--- src/sv/sorted_static_linked_list_core_defines.svh ---
// Assertion macros for the sorted linked list core.
// Included by the top level; depends on nothing else.
`ifndef SORTED_STATIC_LINKED_LIST_CORE_DEFINES_SVH
`define SORTED_STATIC_LINKED_LIST_CORE_DEFINES_SVH

// Same-cycle implication, disabled while reset is asserted.
`define SLL_ASSERT_IMP(name, clk, rst_n, ante, cons, msg) \
    name: assert property (@(posedge clk) disable iff (!(rst_n)) (ante) |-> (cons)) \
        else $error(msg);

// Next-cycle implication, disabled while reset is asserted.
`define SLL_ASSERT_NXT(name, clk, rst_n, ante, cons, msg) \
    name: assert property (@(posedge clk) disable iff (!(rst_n)) (ante) |=> (cons)) \
        else $error(msg);

`endif

--- src/sv/sll_pkg.sv ---
// Shared constants, codes and memory request types for the sorted linked list core.
// Used by the engine and the top level; depends on nothing.
package sll_pkg;

    localparam int ENTRIES = 64;
    localparam int ADDR_W  = $clog2(ENTRIES);
    localparam int LINK_W  = $clog2(ENTRIES + 1);
    // The invalid link is coded as the slot count itself.
    localparam logic [LINK_W-1:0] NIL_LINK = LINK_W'(ENTRIES);

    localparam int KEY_W    = 32;
    localparam int PAY_W    = 32;
    localparam int SLOT_W   = 6;
    localparam int COUNT_W  = 7;

    typedef enum logic [1:0] {
        MODE_INSERT = 2'd0,
        MODE_DELETE = 2'd1,
        MODE_COUNT  = 2'd2,
        MODE_REINIT = 2'd3
    } mode_t;

    typedef enum logic [1:0] {
        ST_OK      = 2'd0,
        ST_FULL    = 2'd1,
        ST_DUP     = 2'd2,
        ST_MISSING = 2'd3
    } status_t;

    // Request to the key and payload memories (shared addresses).
    typedef struct packed {
        logic              wr_en;
        logic [ADDR_W-1:0] wr_addr;
        logic [KEY_W-1:0]  key;
        logic [PAY_W-1:0]  payload;
        logic [ADDR_W-1:0] rd_addr;
    } ent_req_t;

    // Request to the link memory.
    typedef struct packed {
        logic              wr_en;
        logic [ADDR_W-1:0] wr_addr;
        logic [LINK_W-1:0] wr_data;
        logic [ADDR_W-1:0] rd_addr;
    } link_req_t;

endpackage

--- src/sv/sorted_static_linked_list_core.sv ---
// Sorted linked list core: 64 slots chained in ascending signed key order, with a
// free list of unused slots. Each transaction on the s_ channel is one operation
// (insert, delete, count, reinitialize) and yields exactly one m_ transaction with
// status, slot and entry count. Items are handled one at a time. Insert and delete
// walk the list one entry per cycle through the single read port of the link
// memory; an insert into a full list is answered without a walk. After the walk,
// any relinking is written and the result is registered, and only then is the
// next transaction accepted. Count does no walk. After reset, and for every
// reinitialize, a clearing pass rebuilds the link chain one entry per cycle,
// during which no transaction is accepted; a reinitialize result follows the
// clearing pass. A finished result waits in an output register and the next
// operation can be accepted while it waits.
// Depends on sll_pkg, sll_engine, sll_ram and the assertion macro header.
`include "sorted_static_linked_list_core_defines.svh"

module sorted_static_linked_list_core (
    input  logic               aclk,
    input  logic               aresetn,
    input  logic               s_valid,
    output logic               s_ready,
    input  logic [1:0]         s_mode,
    input  logic signed [31:0] s_key,
    input  logic [31:0]        s_payload,
    output logic               m_valid,
    input  logic               m_ready,
    output logic [1:0]         m_status,
    output logic [5:0]         m_slot,
    output logic [6:0]         m_count
);
    import sll_pkg::*;

    ent_req_t          ent_req;
    link_req_t         link_req;
    logic [KEY_W-1:0]  key_rd;
    logic [LINK_W-1:0] link_rd;

    sll_engine u_engine (
        .aclk      (aclk),
        .aresetn   (aresetn),
        .s_valid   (s_valid),
        .s_ready   (s_ready),
        .s_mode    (s_mode),
        .s_key     (s_key),
        .s_payload (s_payload),
        .m_valid   (m_valid),
        .m_ready   (m_ready),
        .m_status  (m_status),
        .m_slot    (m_slot),
        .m_count   (m_count),
        .ent_req   (ent_req),
        .link_req  (link_req),
        .key_rd    (key_rd),
        .link_rd   (link_rd)
    );

    sll_ram #(.WIDTH(KEY_W), .DEPTH(ENTRIES)) u_key_ram (
        .aclk    (aclk),
        .wr_en   (ent_req.wr_en),
        .wr_addr (ent_req.wr_addr),
        .wr_data (ent_req.key),
        .rd_addr (ent_req.rd_addr),
        .rd_data (key_rd)
    );

    // Payloads are stored with their keys and never read back by the operations.
    sll_ram #(.WIDTH(PAY_W), .DEPTH(ENTRIES)) u_pay_ram (
        .aclk    (aclk),
        .wr_en   (ent_req.wr_en),
        .wr_addr (ent_req.wr_addr),
        .wr_data (ent_req.payload),
        .rd_addr (ent_req.rd_addr),
        .rd_data ()
    );

    sll_ram #(.WIDTH(LINK_W), .DEPTH(ENTRIES)) u_link_ram (
        .aclk    (aclk),
        .wr_en   (link_req.wr_en),
        .wr_addr (link_req.wr_addr),
        .wr_data (link_req.wr_data),
        .rd_addr (link_req.rd_addr),
        .rd_data (link_rd)
    );

    `SLL_ASSERT_NXT(a_one_at_a_time, aclk, aresetn, s_valid && s_ready, !s_ready,
                    "operation accepted while another was in progress")
    `SLL_ASSERT_IMP(a_slot_zero_on_fail, aclk, aresetn, m_valid && (m_status != ST_OK),
                    m_slot == '0, "failed operation reports a nonzero slot")
    `SLL_ASSERT_IMP(a_full_count, aclk, aresetn, m_valid && (m_status == ST_FULL),
                    m_count == COUNT_W'(ENTRIES), "list full reported with free slots left")
    `SLL_ASSERT_IMP(a_no_link_write_idle, aclk, aresetn, s_ready,
                    !link_req.wr_en && !ent_req.wr_en, "memory written while idle")

endmodule

--- src/sv/sll_ram.sv ---
// Generic single-write, single-read RAM with a registered read port.
// Stand-alone; used for the key, payload and link stores.
module sll_ram #(
    parameter int WIDTH = 32,
    parameter int DEPTH = 64
) (
    input  logic                     aclk,
    input  logic                     wr_en,
    input  logic [$clog2(DEPTH)-1:0] wr_addr,
    input  logic [WIDTH-1:0]         wr_data,
    input  logic [$clog2(DEPTH)-1:0] rd_addr,
    output logic [WIDTH-1:0]         rd_data
);

    logic [WIDTH-1:0] mem [DEPTH];
    logic [WIDTH-1:0] rd_data_reg;

    always_ff @(posedge aclk) begin
        if (wr_en) begin
            mem[wr_addr] <= wr_data;
        end
        rd_data_reg <= mem[rd_addr];
    end

    assign rd_data = rd_data_reg;

endmodule

--- src/sv/sll_engine.sv ---
// Operation sequencer of the sorted linked list: list walk, relinking, free list,
// link-memory clearing pass and result register. Depends on sll_pkg.
module sll_engine (
    input  logic                      aclk,
    input  logic                      aresetn,
    input  logic                      s_valid,
    output logic                      s_ready,
    input  logic [1:0]                s_mode,
    input  logic signed [31:0]        s_key,
    input  logic [31:0]               s_payload,
    output logic                      m_valid,
    input  logic                      m_ready,
    output logic [1:0]                m_status,
    output logic [5:0]                m_slot,
    output logic [6:0]                m_count,
    output sll_pkg::ent_req_t         ent_req,
    output sll_pkg::link_req_t        link_req,
    input  logic [sll_pkg::KEY_W-1:0] key_rd,
    input  logic [sll_pkg::LINK_W-1:0] link_rd
);
    import sll_pkg::*;

    typedef enum logic [6:0] {
        S_INIT = 7'b0000001,
        S_IDLE = 7'b0000010,
        S_WALK = 7'b0000100,
        S_INS  = 7'b0001000,
        S_LINK = 7'b0010000,
        S_FREE = 7'b0100000,
        S_RESP = 7'b1000000
    } state_t;

    state_t             state_reg, state_next;
    mode_t              mode_reg, mode_next;
    logic [KEY_W-1:0]   key_reg, key_next;
    logic [PAY_W-1:0]   pay_reg, pay_next;
    logic [LINK_W-1:0]  cur_reg, cur_next;
    logic [LINK_W-1:0]  prev_reg, prev_next;
    logic [LINK_W-1:0]  list_head_reg, list_head_next;
    logic [LINK_W-1:0]  free_head_reg, free_head_next;
    logic [LINK_W-1:0]  count_reg, count_next;
    logic [ADDR_W-1:0]  init_idx_reg, init_idx_next;
    logic               reinit_reg, reinit_next;
    status_t            pend_status_reg, pend_status_next;
    logic [ADDR_W-1:0]  pend_slot_reg, pend_slot_next;
    logic               m_valid_reg, m_valid_next;
    logic [1:0]         m_status_reg, m_status_next;
    logic [5:0]         m_slot_reg, m_slot_next;
    logic [6:0]         m_count_reg, m_count_next;

    logic cur_is_slot;
    logic prev_is_slot;
    logic key_below;
    logic key_equal;

    assign cur_is_slot  = (cur_reg < NIL_LINK);
    assign prev_is_slot = (prev_reg < NIL_LINK);
    assign key_below    = ($signed(key_rd) < $signed(key_reg));
    assign key_equal    = (key_rd == key_reg);

    always_comb begin
        state_next       = state_reg;
        mode_next        = mode_reg;
        key_next         = key_reg;
        pay_next         = pay_reg;
        cur_next         = cur_reg;
        prev_next        = prev_reg;
        list_head_next   = list_head_reg;
        free_head_next   = free_head_reg;
        count_next       = count_reg;
        init_idx_next    = init_idx_reg;
        reinit_next      = reinit_reg;
        pend_status_next = pend_status_reg;
        pend_slot_next   = pend_slot_reg;
        m_status_next    = m_status_reg;
        m_slot_next      = m_slot_reg;
        m_count_next     = m_count_reg;
        m_valid_next     = m_valid_reg && !m_ready;

        ent_req          = '0;
        ent_req.wr_addr  = free_head_reg[ADDR_W-1:0];
        ent_req.key      = key_reg;
        ent_req.payload  = pay_reg;
        ent_req.rd_addr  = cur_reg[ADDR_W-1:0];
        link_req         = '0;
        link_req.rd_addr = cur_reg[ADDR_W-1:0];
        s_ready          = 1'b0;

        unique case (state_reg)
            S_INIT: begin
                // One link entry per cycle; the last slot gets the invalid link.
                link_req.wr_en   = 1'b1;
                link_req.wr_addr = init_idx_reg;
                link_req.wr_data = LINK_W'(init_idx_reg) + LINK_W'(1);
                init_idx_next    = init_idx_reg + ADDR_W'(1);
                if (init_idx_reg == ADDR_W'(ENTRIES - 1)) begin
                    init_idx_next    = '0;
                    list_head_next   = NIL_LINK;
                    free_head_next   = '0;
                    count_next       = '0;
                    pend_status_next = ST_OK;
                    pend_slot_next   = '0;
                    state_next       = reinit_reg ? S_RESP : S_IDLE;
                    reinit_next      = 1'b0;
                end
            end
            S_IDLE: begin
                s_ready          = 1'b1;
                // Start the walk read at the list head in the accept cycle.
                ent_req.rd_addr  = list_head_reg[ADDR_W-1:0];
                link_req.rd_addr = list_head_reg[ADDR_W-1:0];
                if (s_valid) begin
                    mode_next        = mode_t'(s_mode);
                    key_next         = s_key;
                    pay_next         = s_payload;
                    cur_next         = list_head_reg;
                    prev_next        = NIL_LINK;
                    pend_status_next = ST_OK;
                    pend_slot_next   = '0;
                    case (mode_t'(s_mode))
                        MODE_INSERT: begin
                            if (free_head_reg < NIL_LINK) begin
                                state_next = S_WALK;
                            end else begin
                                pend_status_next = ST_FULL;
                                state_next       = S_RESP;
                            end
                        end
                        MODE_DELETE: begin
                            state_next = S_WALK;
                        end
                        MODE_REINIT: begin
                            reinit_next = 1'b1;
                            state_next  = S_INIT;
                        end
                        default: begin
                            state_next = S_RESP;
                        end
                    endcase
                end
            end
            S_WALK: begin
                // Memory outputs hold the key and link of the current slot.
                if (cur_is_slot && key_below) begin
                    prev_next        = cur_reg;
                    cur_next         = link_rd;
                    ent_req.rd_addr  = link_rd[ADDR_W-1:0];
                    link_req.rd_addr = link_rd[ADDR_W-1:0];
                end else if (mode_reg == MODE_INSERT) begin
                    if (cur_is_slot && key_equal) begin
                        pend_status_next = ST_DUP;
                        state_next       = S_RESP;
                    end else begin
                        // Fetch the link of the free head to advance the free list.
                        link_req.rd_addr = free_head_reg[ADDR_W-1:0];
                        state_next       = S_INS;
                    end
                end else begin
                    if (cur_is_slot && key_equal) begin
                        if (prev_is_slot) begin
                            link_req.wr_en   = 1'b1;
                            link_req.wr_addr = prev_reg[ADDR_W-1:0];
                            link_req.wr_data = link_rd;
                        end else begin
                            list_head_next = link_rd;
                        end
                        pend_slot_next = cur_reg[ADDR_W-1:0];
                        state_next     = S_FREE;
                    end else begin
                        pend_status_next = ST_MISSING;
                        state_next       = S_RESP;
                    end
                end
            end
            S_INS: begin
                ent_req.wr_en    = 1'b1;
                link_req.wr_en   = 1'b1;
                link_req.wr_addr = free_head_reg[ADDR_W-1:0];
                link_req.wr_data = cur_reg;
                free_head_next   = link_rd;
                pend_slot_next   = free_head_reg[ADDR_W-1:0];
                if (prev_is_slot) begin
                    state_next = S_LINK;
                end else begin
                    list_head_next = free_head_reg;
                    count_next     = count_reg + LINK_W'(1);
                    state_next     = S_RESP;
                end
            end
            S_LINK: begin
                link_req.wr_en   = 1'b1;
                link_req.wr_addr = prev_reg[ADDR_W-1:0];
                link_req.wr_data = LINK_W'(pend_slot_reg);
                count_next       = count_reg + LINK_W'(1);
                state_next       = S_RESP;
            end
            S_FREE: begin
                link_req.wr_en   = 1'b1;
                link_req.wr_addr = cur_reg[ADDR_W-1:0];
                link_req.wr_data = free_head_reg;
                free_head_next   = cur_reg;
                if (count_reg != '0) begin
                    count_next = count_reg - LINK_W'(1);
                end
                state_next = S_RESP;
            end
            S_RESP: begin
                if (!m_valid_reg || m_ready) begin
                    m_valid_next  = 1'b1;
                    m_status_next = pend_status_reg;
                    m_slot_next   = SLOT_W'(pend_slot_reg);
                    m_count_next  = COUNT_W'(count_reg);
                    state_next    = S_IDLE;
                end
            end
            default: begin
                state_next = S_INIT;
            end
        endcase
    end

    always_ff @(posedge aclk) begin
        if (!aresetn) begin
            state_reg     <= S_INIT;
            init_idx_reg  <= '0;
            reinit_reg    <= 1'b0;
            m_valid_reg   <= 1'b0;
            list_head_reg <= NIL_LINK;
            free_head_reg <= '0;
            count_reg     <= '0;
        end else begin
            state_reg     <= state_next;
            init_idx_reg  <= init_idx_next;
            reinit_reg    <= reinit_next;
            m_valid_reg   <= m_valid_next;
            list_head_reg <= list_head_next;
            free_head_reg <= free_head_next;
            count_reg     <= count_next;
        end
    end

    always_ff @(posedge aclk) begin
        mode_reg        <= mode_next;
        key_reg         <= key_next;
        pay_reg         <= pay_next;
        cur_reg         <= cur_next;
        prev_reg        <= prev_next;
        pend_status_reg <= pend_status_next;
        pend_slot_reg   <= pend_slot_next;
        m_status_reg    <= m_status_next;
        m_slot_reg      <= m_slot_next;
        m_count_reg     <= m_count_next;
    end

    assign m_valid  = m_valid_reg;
    assign m_status = m_status_reg;
    assign m_slot   = m_slot_reg;
    assign m_count  = m_count_reg;

endmodule

--- config.mk ---
export PLATFORM = sky130hd
export DESIGN_NAME = sorted_static_linked_list_core
export DESIGN_NICKNAME = d
export VERILOG_FILES = /design/src/sv/sll_pkg.sv /design/src/sv/sorted_static_linked_list_core.sv /design/src/sv/sll_ram.sv /design/src/sv/sll_engine.sv
export VERILOG_INCLUDE_DIRS = /design/src /design/src/sv
export SDC_FILE = /design/constraint.sdc
export NUM_CORES = 2
export LEC_CHECK = 0
export ABC_AREA = 0
export BUFFER_PORTS_ARGS = -buffer_cell sky130_fd_sc_hd__buf_2
export CORE_UTILIZATION = 45
export DETAILED_ROUTE_END_ITERATION = 12
export PLACE_DENSITY = 0.68
export SLEW_MARGIN = 20
export SYNTH_ARGS = -nofsm -noshare
export SYNTH_HDL_FRONTEND = slang
export SYNTH_SLANG_ARGS = --single-unit
--- constraint.sdc ---
create_clock -name aclk -period 15.4 [get_ports aclk]
set_input_delay 1.54 -clock aclk [delete_from_list [all_inputs] [get_ports aclk]]
set_output_delay 1.54 -clock aclk [all_outputs]
set_load 0.01 [all_outputs]
# After elaboration in Yosys (flattened, before gate mapping)
# Memory sizes are Yosys's and may differ from the RTL's. A register that Yosys moved wholly into a read port is not among the register bits.
# Cells that the tools add are included.
[word_totals] regBits=107 ram_bits=2496 input_bits=70 word_cells=146 memories=2
[classes] n_addsub=4 magnitude_cmp=4 eq_ne=24 muxes=69 reduce_logical=27
[mem_list] name="u_key_ram.mem" depth=64 word_bits=32 read_ports=1 rd_clocked_by_memory_dff=1 write_ports=1 line="sll_ram.sv:15" text="logic [WIDTH-1:0] mem [DEPTH];"
[mem_list] name="u_link_ram.mem" depth=64 word_bits=7 read_ports=1 rd_clocked_by_memory_dff=1 write_ports=1 line="sll_ram.sv:15"
[ops] operator="7-bit two-way mux" n=23
[ops] operator="14-bit one-hot mux with 5 select lines" n=1
[ops] operator="7-bit one-hot mux with 3 select lines" n=3
[ops] operator="6-bit two-way mux" n=10
[ops] operator="14-bit two-way mux" n=4
[ops] operator="7-bit one-hot mux with 6 select lines" n=1
[ops] operator="32-bit == test" n=1
[ops] operator="32-bit less-than comparator" n=1
[ops] operator="7-bit one-hot mux with 2 select lines" n=2
[ops] operator="7-bit one-hot mux with 4 select lines" n=1
[ops] operator="6-bit one-hot mux with 2 select lines" n=2
[ops] operator="6-bit one-hot mux with 4 select lines" n=1
[ops] operator="7-bit less-than comparator (second input constant)" n=3
[ops] operator="2-bit two-way mux" n=7
[ops] operator="1-bit two-way mux" n=12
[ops] operator="2-bit by 1-bit != test with 1-bit output (second input constant)" n=6
[ops] operator="4-bit AND reduction" n=3
[ops] operator="6-bit AND reduction" n=2
[ops] operator="2-bit != test (second input constant)" n=5
[ops] operator="3-bit nonzero test" n=3
[ops] operator="4-bit nonzero test" n=2
[ops] operator="6-bit by 1-bit adder with 7-bit output (second input constant)" n=1
[ops] operator="7-bit by 1-bit adder with 7-bit output (second input constant)" n=1
[ops] operator="7-bit by 1-bit == test with 1-bit output (second input constant)" n=1
[ops] operator="other kinds (25)" n=32

# Logic depth before layout (Yosys ltp)
[depth] depth_word=8 depth_mapped=19

# By module
# Synthesis repeated with hierarchy kept, for this count alone.
[unflattened] cells_unflattened=4931 hier_area_um2=103161.4
[modules_own_cells] mod="sll_ram (u_key_ram)" instances=1 cells_per_inst=3503 area_each_um2=78724.3
[modules_own_cells] mod="sll_ram (u_link_ram)" instances=1 cells_per_inst=827 area_each_um2=17635.7
[modules_own_cells] mod="sll_engine" instances=1 cells_per_inst=601 area_each_um2=6801.5

# Worst setup path before layout
# OpenSTA, ideal clock, no wires.
[synth_timing] kind="reg2reg" startpoint="reg u_engine.key_reg[29]" endpoint="mem u_link_ram.mem[16][0] (netlist bit) (enable)" setup_time_ns=0.390 t_arrival_ns=4.814 required_ns=15.010 setup_slack_ns=10.196 path_stages_with_launch=15 path_buffers=2 period_less_slack_ns=5.204 path_cell_list="edfxtp_1 inv_1 ha_1 a211oi_2 o21bai_1 a221oi_1 a21boi_2 nor4_2 nor3_2 or2_1 buf_2 a221o_1 or3_1 clkbuf_1 nor4_1"
[synth_via] elab_chain_cells=8
[synth_rtl] element="from (decl)" line="sll_engine.sv:35" text="logic [KEY_W-1:0] key_reg, key_next;"
[synth_rtl] element="from (signal assigned)" line="sll_engine.sv:244" text="key_reg <= key_next;"
[synth_rtl] element="parallel branches: the longest is 4 deep, another holds 32-bit less-than comparator"
[synth_rtl] element="14-bit two-way mux (*)" line="sll_engine.sv:144" text="if (cur_is_slot && key_below) begin"
[synth_rtl] element="14-bit one-hot mux with 5 select lines (*)" line="sll_engine.sv:89" text="unique case (state_reg)"
[synth_rtl] element="1-bit two-way mux" line="sll_ram.sv:19" text="if (wr_en) begin"
[synth_rtl] element="1-bit two-way mux (implied by the code)" line="sll_ram.sv:20" text="mem[wr_addr] <= wr_data;"
[synth_rtl] element="to (decl)" line="sll_ram.sv:15"
# Every way passes the cells marked *.

# Worst setup path in the final report
[layout_timing] startpoint="reg u_engine.key_reg[15]" endpoint="reg u_key_ram.rd_data_reg[21], in the netlist u_key_ram.rd_data[21] (read register of u_key_ram.mem)"
[layout_via] elab_chain_cells=4
[layout_rtl] element="32-bit less-than comparator" line="sll_engine.sv:58" text="assign key_below = ($signed(key_rd) < $signed(key_reg));"
[layout_rtl] element="1-bit logical AND" line="sll_engine.sv:144"
[layout_rtl] element="6-bit two-way mux" line="sll_engine.sv:144"
[layout_rtl] element="6-bit one-hot mux with 2 select lines" line="sll_engine.sv:89"
[layout_rtl] element="to (decl)" line="sll_ram.sv:16" text="logic [WIDTH-1:0] rd_data_reg;"
# Every way passes these cells.
# A chain may end at the register's enable or synchronous reset.

==> results.yml <==
pwr:
  pwr-share-comb: 0.122
  p_sw_uw: 4210
  leakage_uw: 0.0391
  switching_share: 0.256
  power_density_mw_per_mm2: 141
  p_clk_frac: 0.387
  vdd_drop_max_uv: 110
  power_frac_seq: 0.491
  internal_power_uw: 12200
place:
  place.gp.congestion: 0.858
  io_buffers: 54
  dp_hpwl_um: 151000
  post-place-ws_ns: 7.30
  place_inst: 10300
routing:
  route.vias.total: 65300
  routedWlPerCell_um: 26.1
  dr.pass1.iters: 7
  route.detailed.drc: 0
  drtIter0Drc: 9397
  viasPerCell: 6.04
  ant_nets: 0
  drt-total-wl_um: 282000
floorplan:
  num_rows: 176
  die_area_mm2: 0.235
  die_h_um: 484
  design.core.area_mm2: 0.231
  num_io_pins: 87
  dieWidth_um: 484
  initial_utilization: 0.454
clock_tree:
  cts_root_buf: "clkbuf_16"
  htreeDepth: 5
  clk_latency_ns: 0.94
  cts_hold_buf: 0
  path_clk_slew_ns: 0.06
  post_cts_buffers: 0
  numCtsBuffers: 277
  clockBufferDepth: 4
  post_cts_resized: 0
  clkSinkCount: 2642
  cts_tree: "yes"
grt:
  grt_pass1_vias: 62100
  grtUsageTotal: 0.235
  grt_pass1_wl_um: 411000
  grt_max_degree: 182
  grt_remaining_overflow: 0
  antenna_found_initial: 7
timing:
  whs_ns: 0.421
  finalSetupViolations: 0
  rsz0062_at_grt: "no"
  maxSlewViolCount: 0
  fmax_ghz: 0.121
  tns_ns: 0
  layout_setup_ws_ns: 7.12
  period_share: 0.537
  worst_slew_pin_slew_ns: 1.15
  max-slew-margin-rel: 0.233
  fin_skew_ns: 0.0607
  finalHoldViolCount: 0
  min_period_ns: 8.28
yosys:
  syn-cell-area_mm2: 0.105
  ys.flop_type: "edfxtp_1"
  async_flop_share: 0
  ys_seq_area_frac: 0.751
  synth_cell_types: 87
  syn_nets: 7654
  synth_top_family_by_area: "simple AND/OR/NAND/NOR gates"
  synth_compound_area_frac: 0.0604
  synthXorXnorAreaFrac: 0.000920
  yosys.area_share.simple: 0.133
  yosys_register_bits: 2642
  synth_edf_count: 2567
  syn_inst: 7543
  synth.area.mux_share: 0.0270
  synth_fa_ha_area_frac: 0.00497
  yosys_warnings: 0
  avgSynthCellArea_um2: 13.9
final_layout:
  num-fill-cells: 18600
  final_cell_mix: "edfxtp_1, nand2_1, nand3_1"
  top_regs: "u_key_ram.mem (2048), u_link_ram.mem (448)"
  fin_nets: 7692
  largest_register_ffs: 2048
  instances_no_fill: 10800
  top_register: "u_key_ram.mem"
  drive_gt1_frac: 0.0967
  layout_commonest_cell: "edfxtp_1"
  area_growth_pct: 11.9
critical_path:
  cp_max_fo: 181
  required_ns: 16.25
  arrival_ns: 9.13
  crit_path_start_kind: "flop"
  endpoint_kind: "flop"
  criticalPathCategory: "flop to flop"
flow_run:
  drv_cap: 0
hold_path:
  hp-class: "flop to flop"
status:
  status: "complete, no violations"
-- power groups by stage --
stage | registers [µW] | logic [µW] | clock network, µW
after floorplan | 8230 | 1300 | 0
after global placement | 8230 | 1940 | 0
after detailed placement | 8240 | 1980 | 0
after CTS | 8080 | 1990 | 6420
after global routing | 8090 | 2160 | 6690
final | 8090 | 2010 | 6370
-- final timing paths --
check                                   startpoint                              to  slack (ns)  cells past startpoint
min          u_engine.pend_status_reg[1]$_DFFE_PP_  u_engine.m_status[1]$_DFFE_PP_        0.42                      0
max                 u_engine.key_reg[15]$_DFFE_PP_   u_key_ram.rd_data[21]$_DFF_P_        7.12                     17
max reg2reg         u_engine.key_reg[15]$_DFFE_PP_   u_key_ram.rd_data[21]$_DFF_P_        7.12                     17
min reg2reg  u_engine.pend_status_reg[1]$_DFFE_PP_  u_engine.m_status[1]$_DFFE_PP_        0.42                      0
-- worst max-delay path, cell delays in order, from the launching register on --
cell and delay, ns:
edfxtp_1 0.32, buf_4 0.54, inv_1 0.13, ha_1 0.35, nand4_1 0.31, nor4_2 0.78, a21boi_1 0.31, o31a_1 0.57
o211ai_1 0.18, buf_4 0.32, nand2_4 0.75, buf_12 0.70, buf_4 0.93, nand2_1 0.16, nand3_1 0.13, a21oi_1 0.09
nor4_1 0.98, or4_1 0.23
-- final cells by class --
class / count / area, µm² / area share
repair buffers: 238 / 1730 / 0.0147
inverters: 47 / 176 / 0.00151
flip-flops and latches: 2642 / 78600 / 0.671
clock buffers: 354 / 7460 / 0.0637
clock inverters: 117 / 1010 / 0.00861
diodes: 8 / 20.0 / 0.000171
multi-input cells: 4375 / 24400 / 0.208
well taps: 3026 / 3790 / 0.0323
-- metal layers --
layer	part of all wire	up-vias	track usage
li1	-	28500	-
met1	0.40	32500	0.327
met2	0.46	3616	0.367
met3	0.10	648	0.0432
met4	0.042	2	0.0951
met5	0.000067	-	0
-- per-stage QoR --
step	area [µm²]	total power, µW	util
finish	117000	16500	0.508
global route	117000	16900	0.508
CTS	117000	16500	0.508
detailed placement	109000	10200	0.471
global placement	109000	10200	0.471
floorplan	105000	9530	-
-- cell families (layout without fill, tap and decap cells) --
| logic type | Yosys count | after routing |
|---|---|---|
| AOI/OAI and AO/OA | 897 | 897 |
| adders and majority gates | 41 | 41 |
| buffers and inverters | 526 | 756 |
| DFF | 2642 | 2642 |
| and+or+nand+nor | 3162 | 3162 |
| xor gates and xnor gates | 11 | 11 |
| other | 0 | 8 |
| muxes | 264 | 264 |
-- Yosys cell counts, types with 17 or more instances --
cell | instances | area (µm²)
clkbuf_1 | 196 | 736
a221oi_1 | 19 | 166
ha_1 | 40 | 500
and3_1 | 105 | 657
a31oi_1 | 105 | 657
buf_2 | 200 | 1000
o21ai_1 | 21 | 105
nor2_1 | 203 | 762
nor4_1 | 27 | 169
a21oi_1 | 186 | 931
or4_1 | 22 | 165
o22ai_1 | 84 | 526
a211oi_1 | 102 | 766
nor3_1 | 67 | 335
o21ai_0 | 38 | 190
nand3_1 | 790 | 3950
nand2_1 | 1780 | 6680
a22oi_1 | 23 | 173
edfxtp_1 | 2567 | 77100
dfxtp_1 | 75 | 1500
buf_4 | 31 | 233
buf_1 | 40 | 150
o211ai_1 | 63 | 473
inv_1 | 45 | 169
nand4_1 | 64 | 400
mux2i_1 | 245 | 2450
nand2b_1 | 17 | 106
or3_1 | 21 | 131
a311oi_1 | 62 | 543
a32oi_1 | 79 | 692
Power figures use the tool's default switching activity.
